==> src/dsmd_pkg.sv <==
// Shared constants and types of the depth slice median deprojection block.
package dsmd_pkg;

    localparam int MAX_SLICE_ROWS = 8;
    localparam int LANE_IDX_W = $clog2(MAX_SLICE_ROWS);
    localparam int ROWS_W = $clog2(MAX_SLICE_ROWS + 1);
    localparam int DEPTH_W = 16;
    localparam int CFG_W = 20;
    localparam int DEN_W = 20;
    localparam int NUM_W = 37;

    localparam logic [2:0] REG_FOCAL_X = 3'd0;
    localparam logic [2:0] REG_FOCAL_Y = 3'd1;
    localparam logic [2:0] REG_CENTRE_X = 3'd2;
    localparam logic [2:0] REG_CENTRE_Y = 3'd3;
    localparam logic [2:0] REG_IMAGE_WIDTH = 3'd4;
    localparam logic [2:0] REG_MIN_DEPTH = 3'd5;
    localparam logic [2:0] REG_MAX_DEPTH = 3'd6;

    typedef logic [MAX_SLICE_ROWS-1:0][DEPTH_W-1:0] depth_arr_t;

    typedef struct packed {
        logic                  valid;
        logic [LANE_IDX_W-1:0] rank;
    } lane_res_t;

    typedef struct packed {
        logic                ok;
        logic                neg_x;
        logic                neg_y;
        logic [DEPTH_W-1:0]  z;
    } side_t;

endpackage

==> src/dsmd_lane.sv <==
// One median lane: validity and ascending rank of one depth sample.
module dsmd_lane (
    input  dsmd_pkg::depth_arr_t                depths,
    input  logic [dsmd_pkg::MAX_SLICE_ROWS-1:0] in_use,
    input  logic [dsmd_pkg::LANE_IDX_W-1:0]     lane_idx,
    output dsmd_pkg::lane_res_t                 res
);

    logic [dsmd_pkg::ROWS_W-1:0] cnt;
    logic [dsmd_pkg::DEPTH_W-1:0] mine;

    always_comb
    begin
        mine = depths[lane_idx];
        cnt = '0;
        for (int j = 0; j < dsmd_pkg::MAX_SLICE_ROWS; j++)
        begin
            if (in_use[j] && ((depths[j] < mine) ||
                (depths[j] == mine && j[dsmd_pkg::LANE_IDX_W-1:0] < lane_idx)))
            begin
                cnt = cnt + 1'b1;
            end
        end
        res.valid = in_use[lane_idx];
        res.rank = cnt[dsmd_pkg::LANE_IDX_W-1:0];
    end

endmodule

==> config.mk <==
export PLATFORM = sky130hd
export DESIGN_NAME = dsmd_lane
export DESIGN_NICKNAME = d
export VERILOG_FILES = /design/src/dsmd_pkg.sv /design/src/dsmd_lane.sv
export SDC_FILE = /design/constraint.sdc
export NUM_CORES = 1
export LEC_CHECK = 0
export BUFFER_PORTS_ARGS = -buffer_cell sky130_fd_sc_hd__buf_2
export CAP_MARGIN = 30
export CORE_UTILIZATION = 45
export DETAILED_ROUTE_END_ITERATION = 10
export PLACE_DENSITY = 0.73
export REMOVE_ABC_BUFFERS = 1
export SYNTH_ARGS = -nofsm -noshare
export SYNTH_HDL_FRONTEND = slang
export SYNTH_SLANG_ARGS = --single-unit
==> constraint.sdc <==
create_clock -name vclk -period 16.85
set_input_delay 5.055 -clock vclk [all_inputs]
set_output_delay 5.055 -clock vclk [all_outputs]
set_load 0.1 [all_outputs]
# Word level (Yosys, flattened, before mapping)
# Cells that the tools add are included.
[word_totals] register_bits=0 out_inout_bits=4 elab_cells=68 input_bits=139
[classes] n_reduce_logical=24 n_mux=12 add_sub_neg=7 n_eq_ne=8 magnitude_cmp=17
[ops] operator="16-bit == test" n=8
[ops] operator="16-bit less-than comparator" n=8
[ops] operator="16-bit binary-select mux with 3-bit select" n=1
[ops] operator="3-bit two-way mux" n=7
[ops] operator="3-bit by 1-bit adder with 3-bit output, second input constant" n=6
[ops] operator="1-bit logical AND" n=16
[ops] operator="16-bit two-way mux" n=1
[ops] operator="3-bit less-than comparator, first input constant" n=4
[ops] operator="1-bit logical OR" n=8
[ops] operator="1-bit by 3-bit less-than comparator with 1-bit output, first input constant" n=2
[ops] operator="2-bit by 3-bit less-than comparator with 1-bit output, first input constant" n=2
[ops] operator="3-bit by 4-bit less-than comparator with 1-bit output, second input constant" n=1
[ops] operator="1-bit binary-select mux with 3-bit select" n=1
[ops] operator="1-bit by 1-bit adder with 2-bit output, second input constant" n=1
[ops] operator="1-bit two-way mux" n=2

# Longest topological paths before layout
[depth] word_depth=21 depth_mapped=32 mapped_depth_nobuf=30

# Worst setup path after synthesis
# Ideal clock, no wire load.
[synth_timing] path_kind="input port to output port" from="input port lane_idx[0] (netlist bit)" to="output port res[1] (netlist bit)" cell_stages=31 arrival_time_ns=12.294 path_buffers=2 path_slack_ns=-0.499 t_required_ns=11.795 cell_sequence="clkbuf_1 -> clkbuf_1 -> mux4_2 -> mux2i_1 -> ha_1 -> nor2b_1 -> o21a_1 -> o21a_1 -> o21a_1 -> o21a_1 -> o21a_1 -> o21a_1 -> o21ai_0 -> and3_1 -> o21ai_0 -> ha_1 -> xnor2_2 -> inv_1 -> ha_1 -> mux2i_1 -> inv_2 -> ha_1 -> xor2_1 -> mux2i_1 -> inv_1 -> ha_1 -> nor2_1 -> a21oi_1 -> ha_1 -> mux2i_1 -> o21ai_1"
[synth_lines] element="from (decl)" line_no="dsmd_lane.sv:5" rtl="input logic [dsmd_pkg::LANE_IDX_W-1:0] lane_idx,"
[synth_lines] element="to (decl)" line_no="dsmd_lane.sv:6" rtl="output dsmd_pkg::lane_res_t res"

==> flow_summary.toml <==
[synthesis]
syn_area_per_cell_sq_um = 9.446
yosysMostFrequentCell = "ha_1"
netlist_top_cells_count = "ha_1 (133), a21oi_1 (34), mux4_2 (34)"
yosys-top-cells-area = "ha_1 (40%), mux4_2 (18%), mux2i_1 (4.5%), a21oi_1 (4.1%), nand4_1 (3.1%)"
synth_area_leader_cell = "ha_1"
yosys_warnings = 0
synth_top_area_share_pct = 39.68
synth_area_sq_um = 4194
syn_inst = 444
yosysUniqueCellTypes = 46
yosysSeqAreaShare_pct = 0

[cells_and_area]
drive_above_1_share_pct = 34.51
antennaDiodeCount = 0
nets = 871
multi_input_area_sq_um = 4085
synthToLayoutAreaGrowth_pct = 23.78
final_area_sq_um = 5191
seq_area_sq_um = 0
n_fill_cell = 768
design.seq.count = 0
n_clock_buffer = 0

[die]
die_x_um = 98.54
rows = 34
io_pins = 143
core_sq_um = 8891
start_util_pct = 47.17
die_h_um = 98.54
die-area_sq_um = 9710

[detailed_routing]
drt_iter0_drc = 322
wl_um = 14350
via_count = 4461
vias_per_cell = 6.328
drc = 12
antenna_left = 0
drt_pass1_iterations = 7
wire_per_inst_um = 20.35

[status]
status = "finished, violations left"
violations = "design-rule violations"

[worst_setup_path]
end_kind = "output pin"
cp.arrival_ns = 11.29
cp_top_family = "multiplexers"
cpMostUsedCell = "ha_1"
worst-path-buf-inv = 6
critPathKind = "input pin to output pin"
cp_max_fo = 24
slowest_stage = "or4_1"
critPathLaunchType = "input pin"
slowest_delay_ns = 0.61
required_ns = 11.79

[sta]
fin_crit_sh_pct = 97.01
max_freq_mhz = 61.18
rsz0062_at_grt = "no"
hold_viol = 0
tightest_slew_ns = 0.6826
drv_slew = 0
hold_slack_ns = 10.87
fin_crit_ns = 16.35
relSlewSlack_pct = 54.40
tns_ns = 0
setup_viol = 0

[clock_network]
cts_resized = 0
cts_setup_buffers = 0
cts_hold_buf = 0

[hold_path]
min_to = "res[1]"
worstHoldPathCells = 6
hold_class = "input pin to output pin"
min_from = "in_use[6]"

[placement]
placed_area_sq_um = 5191
place.gp.congestion = 0.9329
hpwl_um = 12640
port_buffers = 143

[pwr]
vdd_drop_max_mv = 0.1936
pwr_density_cell_nw_per_um2 = 68.24
p_leak_nw = 2.628
total_power_mw = 0.3543

[global_routing]
grt_pass1_vias = 4454
antenna_found_initial = 0
grt-ovfl-total = 0
grt_max_degree = 25
track_usage_pct = 29.37
grt_pass1_wl_um = 22720

[flow_run]
drv_cap = 0
power by group:
part | internal (mW) | leakage [nW] | switching, mW | total (mW)
logic | 0.146 | 2.63 | 0.209 | 0.354
registers | 0 | 0 | 0 | 0
clock network | 0 | 0 | 0 | 0
metal layers:
metal / wire (um) / vias up / track usage [%]
li1: - / 2108 / -
met1: 6576 / 2132 / 40.50
met2: 6563 / 193 / 50.05
met3: 827 / 28 / 2.057
met4: 382 / 0 / 7.118
met5: 0 / - / 0
cell families after synthesis:
kind of cell / Yosys count / share of synthesized area, %
AO/OA/AOI/OAI: 115 / 17.81
XOR/XNOR: 12 / 3.371
adder cells (fa/ha/maj): 133 / 39.68
multiplexers: 55 / 23.33
buffers and inverters: 29 / 2.595
AND/OR/NAND/NOR: 100 / 13.22
placed cells by master, fill, tap and decap left out, drive strengths merged, types with 3 or more instances in the layout:
| cell | Yosys | routed |
|---|---|---|
| buf | 1 | 164 |
| ha | 133 | 133 |
| mux4 | 34 | 34 |
| a21oi | 34 | 34 |
| o21ai | 25 | 25 |
| nand4 | 21 | 21 |
| mux2i | 19 | 19 |
| nand2 | 19 | 19 |
| inv | 18 | 18 |
| o21a | 15 | 15 |
| nor2 | 15 | 15 |
| a21o | 14 | 14 |
| nor2b | 12 | 12 |
| xnor2 | 8 | 8 |
| nand3 | 7 | 7 |
| nor3 | 7 | 7 |
| o211ai | 6 | 6 |
| nand2b | 5 | 5 |
| and4 | 5 | 5 |
| a2111oi | 4 | 4 |
| a31oi | 3 | 3 |
| xor2 | 3 | 3 |
metrics by stage:
| stage | cells | setup WS (ns) | util, % |
|---|---|---|---|
| after floorplan | 433 | 0.5207 | - |
| after detailed placement | 705 | 0.5949 | 58.39 |
| final | 705 | 0.5037 | 58.39 |
| after CTS | 705 | 0.5816 | 58.39 |
| after global routing | 705 | 0.0005524 | 58.39 |
| after global placement | 705 | 0.6974 | 58.39 |
worst max path at each step:
stage,start,to,slack (ns),cells past startpoint
5_1_grt,lane_idx[0],res[2],0.0006,32
6_report,lane_idx[2],res[2],0.50,25
3_3_place_gp,lane_idx[0],res[2],0.70,32
3_5_place_dp,lane_idx[0],res[2],0.59,25
4_1_cts,lane_idx[0],res[2],0.58,32
2_1_floorplan,lane_idx[0],res[1],0.52,29
area by class of cell:
cell class | count | area share (%)
Inverter | 18 | 1.302
Tap cell | 108 | 2.603
Multi-Input combinational cell | 415 | 78.69
Timing Repair Buffer | 164 | 17.40
Power figures use the tool's default switching activity.
