File: src/dsmd_pkg.sv
// Shared constants and types of the depth slice median deprojection block.
package dsmd_pkg;

    localparam int MAX_SLICE_ROWS = 8;
    localparam int LANE_IDX_W = $clog2(MAX_SLICE_ROWS);
    localparam int ROWS_W = $clog2(MAX_SLICE_ROWS + 1);
    localparam int DEPTH_W = 16;
    localparam int CFG_W = 20;
    localparam int DEN_W = 20;
    localparam int NUM_W = 37;

    localparam logic [2:0] REG_FOCAL_X = 3'd0;
    localparam logic [2:0] REG_FOCAL_Y = 3'd1;
    localparam logic [2:0] REG_CENTRE_X = 3'd2;
    localparam logic [2:0] REG_CENTRE_Y = 3'd3;
    localparam logic [2:0] REG_IMAGE_WIDTH = 3'd4;
    localparam logic [2:0] REG_MIN_DEPTH = 3'd5;
    localparam logic [2:0] REG_MAX_DEPTH = 3'd6;

    typedef logic [MAX_SLICE_ROWS-1:0][DEPTH_W-1:0] depth_arr_t;

    typedef struct packed {
        logic                  valid;
        logic [LANE_IDX_W-1:0] rank;
    } lane_res_t;

    typedef struct packed {
        logic                ok;
        logic                neg_x;
        logic                neg_y;
        logic [DEPTH_W-1:0]  z;
    } side_t;

endpackage

File: src/dsmd_div.sv
// Pipelined restoring divider, one quotient bit per stage.
module dsmd_div (
    input  logic                         clk,
    input  logic                         en,
    input  logic [dsmd_pkg::NUM_W-1:0]   num,
    input  logic [dsmd_pkg::DEN_W-1:0]   den,
    output logic [dsmd_pkg::NUM_W-1:0]   quo
);

    localparam int N = dsmd_pkg::NUM_W;
    localparam int D = dsmd_pkg::DEN_W;

    logic [N-1:0][D-1:0] rem_reg;
    logic [N-1:0][N-1:0] num_reg;
    logic [N-1:0][N-1:0] quo_reg;
    logic [N-1:0][D-1:0] den_reg;

    genvar s;
    generate
        for (s = 0; s < N; s++)
        begin : g_stage
            logic [D-1:0] rem_in;
            logic [N-1:0] num_in;
            logic [N-1:0] quo_in;
            logic [D-1:0] den_in;
            logic [D:0]   trial;
            logic [D:0]   diff;
            logic         take;
            logic [D-1:0] rem_next;

            if (s == 0)
            begin : g_first
                assign rem_in = '0;
                assign num_in = num;
                assign quo_in = '0;
                assign den_in = den;
            end
            else
            begin : g_rest
                assign rem_in = rem_reg[s-1];
                assign num_in = num_reg[s-1];
                assign quo_in = quo_reg[s-1];
                assign den_in = den_reg[s-1];
            end

            always_comb
            begin
                trial = {rem_in, num_in[N-1]};
                diff = trial - {1'b0, den_in};
                take = trial >= {1'b0, den_in};
                rem_next = take ? diff[D-1:0] : trial[D-1:0];
            end

            always_ff @(posedge clk)
            begin
                if (en)
                begin
                    rem_reg[s] <= rem_next;
                    num_reg[s] <= {num_in[N-2:0], 1'b0};
                    quo_reg[s] <= {quo_in[N-2:0], take};
                    den_reg[s] <= den_in;
                end
            end
        end
    endgenerate

    assign quo = quo_reg[N-1];

endmodule

File: config.mk
export PLATFORM = sky130hd
export DESIGN_NAME = dsmd_div
export DESIGN_NICKNAME = d
export VERILOG_FILES = /design/src/dsmd_pkg.sv /design/src/dsmd_div.sv
export SDC_FILE = /design/constraint.sdc
export NUM_CORES = 2
export LEC_CHECK = 0
export BUFFER_PORTS_ARGS = -buffer_cell sky130_fd_sc_hd__buf_2
export CORE_MARGIN = 4
export CORE_UTILIZATION = 40
export CTS_BUF_LIST = sky130_fd_sc_hd__clkbuf_4 sky130_fd_sc_hd__clkbuf_8
export CTS_CLUSTER_SIZE = 25
export DETAILED_ROUTE_END_ITERATION = 6
export MAX_ROUTING_LAYER = met4
export SLEW_MARGIN = 20
export SYNTH_ARGS = -nofsm -noshare
export SYNTH_HDL_FRONTEND = slang
export SYNTH_SLANG_ARGS = --single-unit
File: constraint.sdc
create_clock -name clk -period 6.2 [get_ports clk]
set_input_delay 1.55 -clock clk [delete_from_list [all_inputs] [get_ports clk]]
set_output_delay 1.55 -clock clk [all_outputs]
set_load 0.02 [all_outputs]
Word-level counts from Yosys, hierarchy flattened
Cells that the tools add are included.
- flip-flop bits (word level): 2809
- add/subtract/negate cells: 36
- muxes and demuxes: 36
- $lt $le $gt $ge: 37
- operators by type and width (operator ; count):
    21-bit by 20-bit greater-or-equal comparator with 1-bit output ; 36
    20-bit 2-to-1 mux ; 35
    20-bit subtractor ; 35
    1-bit by 20-bit greater-or-equal comparator with 1-bit output ; 1
    1-bit by 20-bit subtractor with 20-bit output ; 1
    1-bit 2-to-1 mux ; 1

Logic depth before layout (Yosys ltp)
- depth in word-level cells: 2
- mapped depth: 14
- mapped depth without buffers: 12

Least setup slack after synthesis
Ideal clock, no wire load.
- kind: input port to flip-flop
- start: input num[36] (netlist bit)
- end: register rem_reg, in the netlist g_stage[1].rem_in[1] (data pin)
- buffers on the path: 3
- library setup time: 0.255 ns
- slack: 3.028 ns
- stages on the path: 9
- arrival time: 2.917 ns
- cells stage by stage: inv_1 > ha_1 > clkbuf_1 > inv_1 > ha_1 > clkbuf_1 > o21a_1 > clkbuf_1 > and2_1
- cells in the longest elaborated chain, start to end: 1
- elaborated cells on any way between the ends: 2
- those cells by class: 1 x add/sub; 1 x order compare
- ends and longest elaborated chain (item ; line ; RTL):
    start: declaration ; dsmd_div.sv:5 ; input logic [dsmd_pkg::NUM_W-1:0] num,
    1-bit by 20-bit subtractor with 20-bit output / 1-bit by 20-bit greater-or-equal comparator with 1-bit output (equally long branches) ; dsmd_div.sv:49, dsmd_div.sv:50 ;
    end signal: indexed assignment ; dsmd_div.sv:58 ; rem_reg[s] <= rem_next;
    end: declaration ; dsmd_div.sv:13 ; logic [N-1:0][D-1:0] rem_reg;
Parallel ways exist; a longest one is shown, timed or not.
A chain may end at the register's enable or synchronous reset.

Worst setup path in the final report
- start: register rem_reg, in the netlist g_stage[9].rem_in[4]
- end: register rem_reg, in the netlist g_stage[10].rem_in[2] (data pin)
- cells in the longest elaborated chain, start to end: 2
- ends and longest elaborated chain (item ; line ; RTL):
    21-bit by 20-bit greater-or-equal comparator with 1-bit output ; dsmd_div.sv:50 ; take = trial >= {1'b0, den_in};
    20-bit 2-to-1 mux ; dsmd_div.sv:51 ; rem_next = take ? diff[D-1:0] : trial[D-1:0];
    via g_stage[9].rem_next[2] ; dsmd_div.sv:29 ; logic [D-1:0] rem_next;
The timed path passes the listed nets, and every way through them passes these cells.

==> impl_summary.txt <==
----------------------------------------------------
[CTS]
  Hold-fix buffers at CTS ... 0
  Setup Buffers After CTS ... 0
  Clk root buf ... sky130_fd_sc_hd__clkbuf_8
  Total clock buffers created by CTS ... between 400 and 500
  Clock sink count ... between 2000 and 3000
  Clock Latency Late Sink ... ~1.1 ns
  Gates resized, CTS repair ... 0
  H-tree Lvls ... 5
  Number of buffers on the longest clock path ... 4
  Clk pin slew, worst setup/hold paths ... approximately 0.06 ns
  Clock tree from TritonCTS ... built

[Setup path]
  Kind of critical path ... reg2reg
  Kind of cell with the highest combined delay on the critical path ... compound AO/OA/AOI/OAI gates
  Worst stage delay on the critical path ... around 0.86 ns
  Highest fanout seen on the critical path ... 21
  Critical path buffers and inverters ... 0
  Library cell appearing most often on the critical path ... sky130_fd_sc_hd__a21oi_1
  Critical Path AT ... 4.94 ns
  Critical path capture point type ... register
  Worst setup SP type ... register
  Cells along the critical path ... ha_1 -> a21oi_1 -> nor2_1 -> a2111oi_0 -> a21oi_1 -> o21ai_1 -> o21ai_0 -> a31oi_1 -> o21a_1 -> mux2_2
  Required arrival time at the worst endpoint ... 6.96 ns
  Slowest cell on the critical path ... sky130_fd_sc_hd__o21a_1

[Global route]
  First-pass GRT wire length ... 398000 µm
  M3 GR Usage ... 2.257%
  Antenna violations before repair ... 3
  Met2 layer usage reported by global route ... around 24%
  GRT Overall Usage ... approximately 15%
  Met1 routing resource usage after global routing ... ~19%
  Number of global-route vias before repair ... 74310
  Pin count of the biggest net entering global routing ... roughly 180
  Leftover overflow at the end of global routing ... 0
  Most used routing layer in global routing ... met2

[Route]
  Number of vias in the routed layout ... 73450
  Vias/cell ... about 5
  Routed wire per std cell ... 17.23 µm
  1st-iter DRT viols ... 5062
  Detailed Route WL ... 248800 µm
  DR DRC count ... 0
  Post-DRT Antenna Nets ... 0
  Initial DRT Pass Iterations ... 7

[Timing]
  Number of pins with negative max-slew slack in the final report ... 0
  Transition time at the pin with the least slew margin ... between 1 and 1.5 ns
  Number of failing hold endpoints at the final stage ... 0
  Fin Hold WS ... 0.3858 ns
  Post-Route Skew ... about 0.053 ns
  Setup TNS ... 0 ns
  Fmax ... roughly 240 MHz
  Final number of setup-violating endpoints ... 0
  Relative max-transition margin ... between 20% and 30%
  Period utilisation layout ... just under 70%
  RSZ-0062 raised after global routing ... no
  Period minus WS final ... 4.176 ns

[Finish]
  Final Core Density ... a little under half
  Net total in the final layout ... 10580
  Number of cells in the finished layout apart from fillers ... 14440
  Filler cell count ... roughly 29000
  Layout area overhead ... 12.08%
  Share of cells above drive strength 1 ... between 10% and 20%

[Floorplan]
  Die Height ... around 580 µm
  Placeable core region ... around 320000 µm²
  Die area ... ~330000 µm²
  Initial core utilization ... between 40% and 50%
  Chip Width ... roughly 580 µm
  Top-level I/O count ... 96
  Standard-cell row count ... 207

[Synthesis]
  Area share of the leading cell type in the synthesized netlist ... between 60% and 70%
  Sequential element share of the synthesized area ... 65.55%
  Post-synthesis async set-or-reset flop share ... 0%
  Dominant register cell in the synthesized netlist ... sky130_fd_sc_hd__edfxtp_1
  Most frequent cells after synthesis ... 2809 x sky130_fd_sc_hd__edfxtp_1, 890 x sky130_fd_sc_hd__inv_1, 722 x sky130_fd_sc_hd__ha_1
  Number of unique standard cell types used by synthesis ... 93
  Synthesized area divided by synthesized cell count ... between 10 and 15 µm²
  Post-Syn Area ... about 130000 µm²
  Gate Count Post-Synth ... ~9300
  Cell with the most instances after synthesis ... sky130_fd_sc_hd__edfxtp_1
  Flip-flop and latch count after synthesis ... roughly 2800
  Number of synthesized flops with an enable pin ... approximately 2800
  Leading cell types by total area after synthesis ... sky130_fd_sc_hd__edfxtp_1 66%, sky130_fd_sc_hd__ha_1 7.0%, sky130_fd_sc_hd__mux2_2 3.4%
  Number of nets produced by synthesis ... 10080
  Total number of yosys warnings ... 0
  Synth area leader ... sky130_fd_sc_hd__edfxtp_1

[Run]
  Max Cap Viol ... 0

[Placement]
  Final RePlAce weighted congestion ... about 0.9
  Number of placed instances with taps included ... around 14000
  Number of buffer cells added on primary ports ... 95
  Detailed Place HPWL ... about 170000 µm

[Hold path]
  Hold Path Class ... reg2reg

[Power]
  Peak supply drop ... approximately 0.00034 V
  Leakage ... around 55 nW
  P per Cell Area ... roughly 500 nW/µm²

[Status]
  Outcome ... complete, no violations

----------------------------------------------------
-- metrics by stage --
step / total power [mW] / setup slack, ns / cell area [µm²]
global placement: 53.43 / 2.216 / 134700
detailed placement: 54.12 / 2.088 / 134700
global route: 75.45 / 1.689 / 144200
CTS: 71.29 / 2.065 / 144200
floorplan: 47.84 / 3.028 / 128700
finish: 70.47 / 2.024 / 144200
-- worst paths after layout --
check / from / endpoint / slack, ns / cells after the start
min: g_stage[11].quo_in[1] / g_stage[12].quo_in[2] / 0.39 / 0
min reg2reg: g_stage[11].quo_in[1] / g_stage[12].quo_in[2] / 0.39 / 0
max: g_stage[9].rem_in[4] / g_stage[10].rem_in[2] / 2.02 / 10
max reg2reg: g_stage[9].rem_in[4] / g_stage[10].rem_in[2] / 2.02 / 10
-- layout by cell type, fill, tap and decap left out, types with 62 or more instances in the layout --
| cell type | count |
|---|---|
| sky130_fd_sc_hd__a21o_1 | 214 |
| sky130_fd_sc_hd__a21oi_1 | 577 |
| sky130_fd_sc_hd__a31oi_1 | 65 |
| sky130_fd_sc_hd__buf_2 | 94 |
| sky130_fd_sc_hd__clkbuf_4 | 142 |
| sky130_fd_sc_hd__clkbuf_8 | 481 |
| sky130_fd_sc_hd__clkinv_1 | 133 |
| sky130_fd_sc_hd__clkinv_2 | 66 |
| sky130_fd_sc_hd__edfxtp_1 | 2809 |
| sky130_fd_sc_hd__ha_1 | 722 |
| sky130_fd_sc_hd__inv_1 | 890 |
| sky130_fd_sc_hd__mux2_2 | 391 |
| sky130_fd_sc_hd__mux2i_1 | 62 |
| sky130_fd_sc_hd__nand2_1 | 459 |
| sky130_fd_sc_hd__nand3_1 | 139 |
| sky130_fd_sc_hd__nand4_1 | 64 |
| sky130_fd_sc_hd__nor2_1 | 525 |
| sky130_fd_sc_hd__nor2b_1 | 137 |
| sky130_fd_sc_hd__nor3_1 | 116 |
| sky130_fd_sc_hd__o21a_1 | 143 |
| sky130_fd_sc_hd__o21ai_0 | 438 |
| sky130_fd_sc_hd__xnor2_1 | 317 |
| sky130_fd_sc_hd__xor2_1 | 184 |
-- power by group --
group          total (mW)  internal [mW]  leakage, nW  switching (mW)
Sequential           28.1           26.1         27.4            1.96
Clock                16.5           8.97         5.02            7.52
Combinational        25.9           11.8         22.9            14.1
Total                70.5           46.9         55.3            23.6
-- layer usage --
layer,up-vias,share of wire (%)
met2,1628,48
met4,0,3.1
li1,35690,-
met1,35580,44
met5,-,0
met3,558,4.5
-- logic make-up (layout without fill, tap and decap cells) --
| logic type | after synthesis | in the layout | share of synthesized area (%) |
|---|---|---|---|
| xor+xnor | 501 | 501 | 3.410 |
| other cells | 0 | 1 | 0 |
| buf+inv | 1026 | 1919 | 3.135 |
| simple gates | 1726 | 1726 | 6.350 |
| compound gates | 1961 | 1961 | 9.812 |
| mux | 481 | 481 | 4.173 |
| fa+ha+maj | 757 | 757 | 7.565 |
| flops | 2809 | 2809 | 65.55 |
-- cell type report --
class / instances / area, µm² / share of cell area, %
tap: 4284 / 5360 / 3.717
inverter: 890 / 3341 / 2.317
clock inverter: 249 / 1813 / 1.257
antenna: 1 / 2.502 / 0.001735
timing repair buffer: 157 / 1197 / 0.8303
multi-input combinational: 5426 / 40460 / 28.06
sequential: 2809 / 84350 / 58.49
clock buffer: 623 / 7686 / 5.330
No activity file was read; power rests on OpenSTA's default activity.
